[src/hw/rtl/cip_pkg.sv]
// Shared types, constants and CRC helper for the container index parser.
// No dependencies.
package cip_pkg;

    localparam int HEADER_BYTES = 12;
    localparam int INDEX_BYTES = 12;
    localparam int CRC_FROM_DEF = 12;
    localparam int QUEUE_DEPTH_DEF = 4;
    localparam logic [31:0] MAGIC_RESET = 32'h534E_4942;

    localparam logic [2:0] ST_OK = 3'd0;
    localparam logic [2:0] ST_SHORT_HDR = 3'd1;
    localparam logic [2:0] ST_BAD_MAGIC = 3'd2;
    localparam logic [2:0] ST_INDEX_LONG = 3'd3;
    localparam logic [2:0] ST_ENTRY_RANGE = 3'd4;

    localparam logic CFG_LENGTH = 1'b0;
    localparam logic CFG_MAGIC = 1'b1;

    localparam logic KIND_ENTRY = 1'b0;
    localparam logic KIND_SUMMARY = 1'b1;

    // Per-byte result record handed from front to back
    typedef struct packed {
        logic        has_entry;
        logic        has_sum;
        logic [31:0] e_num;
        logic [31:0] e_key;
        logic [31:0] e_off;
        logic [31:0] e_size;
        logic [31:0] s_done;
        logic [31:0] s_total;
        logic [31:0] s_stored;
        logic [31:0] s_crc;
        logic [2:0]  s_status;
    } t_rec;

    function automatic logic [31:0] crc_nib(input logic [3:0] idx);
        logic [31:0] v;
        case (idx)
            4'h0: v = 32'h00000000;
            4'h1: v = 32'h1db71064;
            4'h2: v = 32'h3b6e20c8;
            4'h3: v = 32'h26d930ac;
            4'h4: v = 32'h76dc4190;
            4'h5: v = 32'h6b6b51f4;
            4'h6: v = 32'h4db26158;
            4'h7: v = 32'h5005713c;
            4'h8: v = 32'hedb88320;
            4'h9: v = 32'hf00f9344;
            4'ha: v = 32'hd6d6a3e8;
            4'hb: v = 32'hcb61b38c;
            4'hc: v = 32'h9b64c2b0;
            4'hd: v = 32'h86d3d2d4;
            4'he: v = 32'ha00ae278;
            default: v = 32'hbdbdf21c;
        endcase
        return v;
    endfunction

    // reflected CRC-32, two nibbles per byte
    function automatic logic [31:0] crc_byte(input logic [31:0] c, input logic [7:0] b);
        logic [31:0] t;
        t = (c >> 4) ^ crc_nib(c[3:0] ^ b[3:0]);
        t = (t >> 4) ^ crc_nib(t[3:0] ^ b[7:4]);
        return t;
    endfunction

endpackage

[src/hw/rtl/cip_front.sv]
// Front end: accepts image bytes, tracks header/index parse state and CRC,
// builds one result record per byte that causes results. Uses cip_pkg.
module cip_front #(
    parameter int CRC_FROM = cip_pkg::CRC_FROM_DEF
) (
    input  logic        i_clk,
    input  logic        i_rst_n,
    input  logic        i_cfg_we,
    input  logic        i_cfg_index,
    input  logic [31:0] i_cfg_data,
    input  logic        i_valid,
    output logic        o_stall,
    input  logic [7:0]  i_data_byte,
    input  logic        i_end_of_image,
    input  logic        i_q_full,
    output logic        o_push,
    output cip_pkg::t_rec o_rec
);
    import cip_pkg::*;

    localparam logic [32:0] POS_MAX = '1;

    logic [31:0] r_len, r_magic;
    logic [32:0] r_pos, n_pos;
    logic [31:0] r_word, n_word;
    logic [31:0] r_count, n_count;
    logic [31:0] r_stored, n_stored;
    logic [31:0] r_crc, n_crc;
    logic [31:0] r_key, n_key;
    logic [31:0] r_off, n_off;
    logic [31:0] r_done, n_done;
    logic [36:0] r_iend, n_iend;
    logic [2:0]  r_err, n_err;
    logic [3:0]  r_phase, n_phase;
    logic        accept, have, in_idx, past_hdr, not_max;
    logic [32:0] endp;

    assign o_stall = i_q_full;
    assign accept = i_valid && !i_q_full;

    always_comb begin
        n_word = {i_data_byte, r_word[31:8]};
        not_max = (r_pos != POS_MAX);
        past_hdr = (r_pos >= 33'(HEADER_BYTES));
        n_crc = (r_pos >= 33'(CRC_FROM)) ? crc_byte(r_crc, i_data_byte) : r_crc;
        n_err = r_err;
        n_count = r_count;
        n_iend = r_iend;
        n_stored = r_stored;
        n_key = r_key;
        n_off = r_off;
        n_done = r_done;
        have = 1'b0;
        endp = 33'(r_off) + 33'(n_word);
        if (r_pos == 33'd0 && r_len < 32'(HEADER_BYTES) && n_err == ST_OK)
            n_err = ST_SHORT_HDR;
        if (r_pos == 33'd3) begin
            if (n_word != r_magic && n_err == ST_OK)
                n_err = ST_BAD_MAGIC;
        end else if (r_pos == 33'd7) begin
            n_count = n_word;
            n_iend = (37'(n_word) << 3) + (37'(n_word) << 2) + 37'(HEADER_BYTES);
            if (n_iend > 37'(r_len) && n_err == ST_OK)
                n_err = ST_INDEX_LONG;
        end else if (r_pos == 33'd11) begin
            n_stored = n_word;
        end
        in_idx = (r_err == ST_OK) && past_hdr && (37'(r_pos) < r_iend);
        if (in_idx && r_phase[1:0] == 2'd3) begin
            case (r_phase[3:2])
                2'd0: n_key = n_word;
                2'd1: n_off = n_word;
                default: begin
                    if (37'(r_off) < r_iend || endp > 33'(r_len)) begin
                        n_err = ST_ENTRY_RANGE;
                    end else begin
                        have = 1'b1;
                        n_done = r_done + 32'd1;
                    end
                end
            endcase
        end
        n_pos = not_max ? r_pos + 33'd1 : r_pos;
        n_phase = r_phase;
        if (past_hdr && not_max)
            n_phase = (r_phase == 4'(INDEX_BYTES - 1)) ? 4'd0 : r_phase + 4'd1;
        // early end of image
        if (i_end_of_image && n_err == ST_OK) begin
            if (n_pos < 33'(HEADER_BYTES))
                n_err = ST_SHORT_HDR;
            else if (37'(n_pos) < n_iend)
                n_err = ST_INDEX_LONG;
        end
    end

    always_comb begin
        o_rec.has_entry = have;
        o_rec.has_sum = i_end_of_image;
        o_rec.e_num = r_done;
        o_rec.e_key = r_key;
        o_rec.e_off = r_off;
        o_rec.e_size = n_word;
        o_rec.s_done = n_done;
        o_rec.s_total = n_count;
        o_rec.s_stored = n_stored;
        o_rec.s_crc = ~n_crc;
        o_rec.s_status = n_err;
    end
    assign o_push = accept && (have || i_end_of_image);

    always_ff @(posedge i_clk) begin
        if (!i_rst_n) begin
            r_len <= '0;
            r_magic <= MAGIC_RESET;
        end else if (i_cfg_we) begin
            if (i_cfg_index == CFG_LENGTH) r_len <= i_cfg_data;
            else r_magic <= i_cfg_data;
        end
    end

    always_ff @(posedge i_clk) begin
        if (!i_rst_n || (accept && i_end_of_image)) begin
            r_pos <= '0;
            r_word <= '0;
            r_count <= '0;
            r_stored <= '0;
            r_crc <= '1;
            r_key <= '0;
            r_off <= '0;
            r_done <= '0;
            r_iend <= 37'(HEADER_BYTES);
            r_err <= ST_OK;
            r_phase <= '0;
        end else if (accept) begin
            r_pos <= n_pos;
            r_word <= n_word;
            r_count <= n_count;
            r_stored <= n_stored;
            r_crc <= n_crc;
            r_key <= n_key;
            r_off <= n_off;
            r_done <= n_done;
            r_iend <= n_iend;
            r_err <= n_err;
            r_phase <= n_phase;
        end
    end

endmodule

[src/hw/rtl/cip_queue.sv]
// Small record queue between front and back ends. Uses cip_pkg.
module cip_queue #(
    parameter int DEPTH = cip_pkg::QUEUE_DEPTH_DEF
) (
    input  logic          i_clk,
    input  logic          i_rst_n,
    input  logic          i_push,
    input  cip_pkg::t_rec i_rec,
    input  logic          i_pop,
    output logic          o_full,
    output logic          o_empty,
    output cip_pkg::t_rec o_head
);
    import cip_pkg::*;

    localparam int AW = (DEPTH > 1) ? $clog2(DEPTH) : 1;

    t_rec            r_mem [DEPTH];
    logic [AW-1:0]   r_wp, r_rp;
    logic [AW:0]     r_cnt;

    assign o_full = (r_cnt == (AW+1)'(DEPTH));
    assign o_empty = (r_cnt == '0);
    assign o_head = r_mem[r_rp];

    function automatic logic [AW-1:0] inc(input logic [AW-1:0] a);
        return (a == AW'(DEPTH - 1)) ? '0 : a + AW'(1);
    endfunction

    always_ff @(posedge i_clk) begin
        if (i_push) r_mem[r_wp] <= i_rec;
    end

    always_ff @(posedge i_clk) begin
        if (!i_rst_n) begin
            r_wp <= '0;
            r_rp <= '0;
            r_cnt <= '0;
        end else begin
            if (i_push) r_wp <= inc(r_wp);
            if (i_pop) r_rp <= inc(r_rp);
            r_cnt <= r_cnt + (AW+1)'(i_push) - (AW+1)'(i_pop);
        end
    end

    a_cnt_bound: assert property (@(posedge i_clk) disable iff (!i_rst_n)
        r_cnt <= (AW+1)'(DEPTH)) else $error("queue count over depth");
    a_no_overflow: assert property (@(posedge i_clk) disable iff (!i_rst_n)
        o_full |-> !i_push) else $error("push into full queue");
    a_no_underflow: assert property (@(posedge i_clk) disable iff (!i_rst_n)
        o_empty |-> !i_pop) else $error("pop from empty queue");

endmodule

[src/hw/rtl/cip_back.sv]
// Back end: expands queued records into entry and summary items and holds
// them in the output register. Uses cip_pkg.
module cip_back (
    input  logic          i_clk,
    input  logic          i_rst_n,
    input  logic          i_empty,
    input  cip_pkg::t_rec i_head,
    output logic          o_pop,
    output logic          o_valid,
    input  logic          i_stall,
    output logic          o_item_kind,
    output logic [31:0]   o_entry_number,
    output logic [31:0]   o_name_key,
    output logic [31:0]   o_data_offset,
    output logic [31:0]   o_data_size,
    output logic [31:0]   o_entry_total,
    output logic [31:0]   o_crc_stored,
    output logic [31:0]   o_crc_computed,
    output logic [2:0]    o_status,
    output logic          o_final_result
);
    import cip_pkg::*;

    logic r_valid, r_sent, load, take_entry;

    assign load = !r_valid || !i_stall;
    assign take_entry = i_head.has_entry && !r_sent;
    assign o_pop = load && !i_empty && !(take_entry && i_head.has_sum);
    assign o_valid = r_valid;

    always_ff @(posedge i_clk) begin
        if (!i_rst_n) begin
            r_valid <= 1'b0;
            r_sent <= 1'b0;
        end else if (load) begin
            r_valid <= !i_empty;
            if (!i_empty)
                r_sent <= take_entry && i_head.has_sum;
        end
    end

    always_ff @(posedge i_clk) begin
        if (load && !i_empty) begin
            if (take_entry) begin
                o_item_kind <= KIND_ENTRY;
                o_entry_number <= i_head.e_num;
                o_name_key <= i_head.e_key;
                o_data_offset <= i_head.e_off;
                o_data_size <= i_head.e_size;
                o_entry_total <= '0;
                o_crc_stored <= '0;
                o_crc_computed <= '0;
                o_status <= ST_OK;
                o_final_result <= !i_head.has_sum;
            end else begin
                o_item_kind <= KIND_SUMMARY;
                o_entry_number <= i_head.s_done;
                o_name_key <= '0;
                o_data_offset <= '0;
                o_data_size <= '0;
                o_entry_total <= i_head.s_total;
                o_crc_stored <= i_head.s_stored;
                o_crc_computed <= i_head.s_crc;
                o_status <= i_head.s_status;
                o_final_result <= 1'b1;
            end
        end
    end

    a_entry_clean: assert property (@(posedge i_clk) disable iff (!i_rst_n)
        (r_valid && o_item_kind == KIND_ENTRY) |-> (o_status == ST_OK && o_crc_computed == '0))
        else $error("entry item carries summary data");
    a_split_pending: assert property (@(posedge i_clk) disable iff (!i_rst_n)
        r_sent |-> (r_valid && o_item_kind == KIND_ENTRY && !o_final_result))
        else $error("split record without pending entry");
    a_summary_final: assert property (@(posedge i_clk) disable iff (!i_rst_n)
        (r_valid && o_item_kind == KIND_SUMMARY) |-> o_final_result)
        else $error("summary not marked final");

endmodule

[src/hw/rtl/container_index_parser.sv]
// Container index parser top level: front parser, record queue, back end.
// Depends on cip_pkg, cip_front, cip_queue, cip_back.
//
// Input channel: one image byte per item (i_data_byte, i_end_of_image),
// accepted when i_valid is high and o_stall is low. Output channel: index
// entries and the end-of-image summary, taken when o_valid is high and
// i_stall is low. Registers (length, magic) are written through i_cfg_we,
// i_cfg_index and i_cfg_data; the user must write them only while the
// block is idle, which the block itself does not enforce. Throughput: one
// byte per cycle while o_stall is low. A byte that completes an index
// entry and also ends the image makes two items, which the back end sends
// one after the other; the queue absorbs the extra item. A result's record
// is written into the queue when its byte is accepted, and the output
// register is loaded from the queue after that unless i_stall holds it.
// When the receiver stalls, the output item holds, the queue fills, and
// o_stall rises once the queue is full.
// Reset (synchronous, active low) empties the queue, clears parse state and
// loads the default length (0) and magic word; no clearing pass is needed.
module container_index_parser #(
    parameter int CRC_FROM = cip_pkg::CRC_FROM_DEF,
    parameter int QUEUE_DEPTH = cip_pkg::QUEUE_DEPTH_DEF
) (
    input  logic        i_clk,
    input  logic        i_rst_n,
    input  logic        i_cfg_we,
    input  logic        i_cfg_index,
    input  logic [31:0] i_cfg_data,
    input  logic        i_valid,
    output logic        o_stall,
    input  logic [7:0]  i_data_byte,
    input  logic        i_end_of_image,
    output logic        o_valid,
    input  logic        i_stall,
    output logic        o_item_kind,
    output logic [31:0] o_entry_number,
    output logic [31:0] o_name_key,
    output logic [31:0] o_data_offset,
    output logic [31:0] o_data_size,
    output logic [31:0] o_entry_total,
    output logic [31:0] o_crc_stored,
    output logic [31:0] o_crc_computed,
    output logic [2:0]  o_status,
    output logic        o_final_result
);
    import cip_pkg::*;

    t_rec push_rec, head_rec;
    logic push, pop, q_full, q_empty;

    cip_front #(.CRC_FROM(CRC_FROM)) u_front (
        .i_clk(i_clk), .i_rst_n(i_rst_n),
        .i_cfg_we(i_cfg_we), .i_cfg_index(i_cfg_index), .i_cfg_data(i_cfg_data),
        .i_valid(i_valid), .o_stall(o_stall),
        .i_data_byte(i_data_byte), .i_end_of_image(i_end_of_image),
        .i_q_full(q_full), .o_push(push), .o_rec(push_rec)
    );

    cip_queue #(.DEPTH(QUEUE_DEPTH)) u_queue (
        .i_clk(i_clk), .i_rst_n(i_rst_n),
        .i_push(push), .i_rec(push_rec), .i_pop(pop),
        .o_full(q_full), .o_empty(q_empty), .o_head(head_rec)
    );

    cip_back u_back (
        .i_clk(i_clk), .i_rst_n(i_rst_n),
        .i_empty(q_empty), .i_head(head_rec), .o_pop(pop),
        .o_valid(o_valid), .i_stall(i_stall),
        .o_item_kind(o_item_kind), .o_entry_number(o_entry_number),
        .o_name_key(o_name_key), .o_data_offset(o_data_offset),
        .o_data_size(o_data_size), .o_entry_total(o_entry_total),
        .o_crc_stored(o_crc_stored), .o_crc_computed(o_crc_computed),
        .o_status(o_status), .o_final_result(o_final_result)
    );

endmodule

[config.mk]
export PLATFORM = sky130hd
export DESIGN_NAME = container_index_parser
export DESIGN_NICKNAME = d
export VERILOG_FILES = /design/src/hw/rtl/cip_pkg.sv /design/src/hw/rtl/cip_front.sv /design/src/hw/rtl/cip_queue.sv /design/src/hw/rtl/cip_back.sv /design/src/hw/rtl/container_index_parser.sv
export SDC_FILE = /design/constraint.sdc
export NUM_CORES = 2
export LEC_CHECK = 0
export BUFFER_PORTS_ARGS = -buffer_cell sky130_fd_sc_hd__buf_4
export CORE_UTILIZATION = 55
export CTS_CLUSTER_DIAMETER = 150
export DETAILED_ROUTE_END_ITERATION = 12
export GPL_TIMING_DRIVEN = 0
export MAX_ROUTING_LAYER = met4
export PLACE_DENSITY = 0.72
export SLEW_MARGIN = 20
export SYNTH_ARGS = -nofsm -noshare
export SYNTH_HDL_FRONTEND = slang
export SYNTH_SLANG_ARGS = --single-unit
[constraint.sdc]
create_clock -name i_clk -period 40.5 [get_ports i_clk]
set_clock_uncertainty 0.2 [all_clocks]
set_input_delay 12.15 -clock i_clk [delete_from_list [all_inputs] [get_ports i_clk]]
set_output_delay 12.15 -clock i_clk [all_outputs]
set_load 0.005 [all_outputs]
==> impl_results.md <==
* Gate power share at 0.260
* Post-cts resize count at 0
* Fill cells at 9332
* Top cells by area, synth: edfxtp_1 (53%), dfxtp_1 (10%), mux4_2 (8.2%)
* Setup Total Neg Slack at 0 ps
* Final Max Slew Viols at 0
* Vias in the first global route at approximately 44000
* Final wirelength at 198000 um
* Max-cap violations at 0
* Sequential-to-total area share from yosys stat at 0.637
* Hold WC Path Type: reg2reg
* Area share of the largest cell type after synthesis at 0.534
* CP max FO at 40
* Die area at 132000 um2
* IO Port Bufs at ~280
* Top FF cell, synth: edfxtp_1
* Global route total overflow at 0
* Pwr Density at 61.5 nW/um2
* Tcrit/Tclk final at 0.442
* Highest ir drop seen on vdd at 0.0514 mV
* Top cells by instance count after synthesis: edfxtp_1 (1273), nand2_1 (602), dfxtp_1 (368)
* Cell taking the most area after synthesis: edfxtp_1
* Std cell rows at 131
* Cts bufs inserted at ~160
* CP Launch Type: input port
* Clock buffer depth at 3
* Worst-Margin Slew at between 1000 and 1500 ps
* Io pins at ~280
* Post-route cell area at 82400 um2
* Core footprint at 128000 um2
* Drt drc at 0
* Worst flop-to-flop path endpoint: u_queue.r_mem[3][146]
* Syn Inst Count at 5169
* Clock transition at path regs at around 60 ps
* Critical Path Source: i_data_byte[1]
* CTS tree: yes
* Clock latency on the worst-skew pair at about 820 ps
* Final std cells w/o fill at 7534
* Critical Path End: u_queue.r_mem[3][146]
* Biggest register: u_queue.r_mem
* Final Hold Viols at 0
* Initial Utilization at 0.558
* Setup repair bufs after CTS at 0
* Routed Antenna Nets at 0
* Fmax at 0.0558 GHz
* Synthesized area at 71600 um2
* GP Congestion at 1.03
* Number of flops mapped to enable cells by yosys at between 1000 and 1500
* Area Growth Syn to Fin at 15.1%
* Worst slew margin at 0.181
* Syn_nets at 5452
* Combined area of the multi-input logic cells at 24500 um2
* Most common cell in the synthesized netlist: edfxtp_1
* Hold path cells at 2
* Flop pwr share at 0.440
* Leakage at 0.0298 uW
* Die X at 363 um
* Die Y at 363 um
* Flops & latches, synth at between 1500 and 2000
* First-pass GRT wire length at 289000 um
* Final setup vio count at 0
* Int Power at 3580 uW
* Root Buffer: clkbuf_16
* Largest net degree at the start of global routing at a little under 50
* R2r worst-path depth at 29
* Cts hold-fix bufs at 0
* Startpoint of the worst hold path: u_front.r_count[19]
* Inst Count DP at 7217
* RSZ-0062 raised after global routing: false
* Clk pwr share at 0.301
* DR vias at 45600
* Hpwl dp at 141000 um
* Storage cell area at 45600 um2
* CP endpoint kind: register
* Initial antenna violation count at 11
* CP Data Required Time at 40780 ps
* FF-to-FF Start: u_front.r_word[9]
* Synth unique cells at 82
* Final nets at 5939
* H-tree depth at 4
* Drt wl/cell at 26.2 um
* Switch Pwr at 1480 uW
* Sw frac at 0.293
* DRT iter0 DRCs at 5227
* Ys async rst share at 0
* Status: complete, no violations
* Reg2Reg Setup Slack at 31260 ps
* Number of flip-flops in the largest register at 1044
* Crit path kind: in2reg
* Share of layout cells above drive strength 1 at 0.167
* Min Tclk post-route at 17910 ps
* Largest registers: u_queue.r_mem: 1044 flops, u_front.r_iend: 37 flops, u_front.r_pos: 33 flops
* Post-DP Area at 76900 um2
* First-pass iteration count of the detailed router at 6
* Yosys warns at 0
* TritonCTS Sinks at 1641
* Syn avg cell area at 13.8 um2
* Total GRT Usage at 0.311
* WP data arrival at between 15000 and 20000 ps
* DR vias/cell at 6.06
[cells in the final DEF (no fill, tap or decap), types with 135 or more instances in the layout]
master,n
a21oi_1,246
buf_4,279
clkbuf_1,262
clkbuf_16,165
dfxtp_1,362
edfxtp_1,1273
ha_1,233
mux4_2,261
nand2_1,602
nor2_1,328
xor2_1,135
[how the worst min path moves through the flow]
stage / slack (ps) / endpoint
CTS: 250 / u_front.r_stored[11]
global placement: 240 / u_front.r_stored[7]
detailed placement: 250 / u_front.r_stored[11]
floorplan: 230 / u_front.r_stored[10]
finish: 260 / u_front.r_count[19]
global route: 270 / u_front.r_count[22]
[layer usage]
metal  vias up  global-route usage  routed length (um)
li1      20400                   -                   -
met1     22800               0.427               82100
met2      2047               0.465               90600
met3       388              0.0510               16800
met4         0               0.125                8220
met5         -                   -                   0
[worst max-delay path: stages]
cell and delay, ps:
buf_4 160, ha_1 370, a21o_1 200, a21o_1 160, a21oi_1 260, nand2_1 130, a21oi_1 170, o21bai_1 90
xor2_1 150, ha_1 290, nand2_1 50, nor2_1 330, nand4_1 270, o21ai_0 190, o21ai_0 300, nor3_2 690
o21a_1 180, clkbuf_1 340, and2_4 520, buf_16 290, buf_12 260, buf_12 250, buf_16 260
[cells by family after synthesis]
group	Yosys count	synth area share
xor gates and xnor gates	262	0.0322
muxes	424	0.106
DFF	1641	0.637
adders and majority gates	236	0.0416
and+or+nand+nor	1523	0.100
buffers and inverters	402	0.0212
AOI/OAI and AO/OA	681	0.0618
[final cells by class]
cell class              count  area share
inverters                 122     0.00556
flip-flops and latches   1641       0.554
plain buffers             280      0.0132
clock buffers             216      0.0543
diodes                      7    0.000213
repair buffers            321      0.0373
clock inverters            92      0.0121
multi-input cells        3126       0.298
well taps                1729      0.0263
[power groups by stage]
stage / Clock (uW) / Sequential, uW / Combinational [uW]
floorplan: 0 / 2320 / 734
global route: 1600 / 2240 / 1420
global placement: 0 / 2370 / 1240
finish: 1520 / 2230 / 1310
CTS: 1540 / 2230 / 1320
detailed placement: 0 / 2260 / 1310
[stage by stage]
| stage | utilization | power, uW | worst slack (ps) | hold slack (ps) |
|---|---|---|---|---|
| after floorplan | - | 3050 | 14370 | 234 |
| after global placement | 0.591 | 3600 | 7750 | 239 |
| after detailed placement | 0.599 | 3580 | 21540 | 247 |
| after CTS | 0.641 | 5090 | 22380 | 255 |
| after global routing | 0.642 | 5260 | 22330 | 269 |
| final | 0.642 | 5070 | 22590 | 255 |
(Power assumes the default switching activity.)
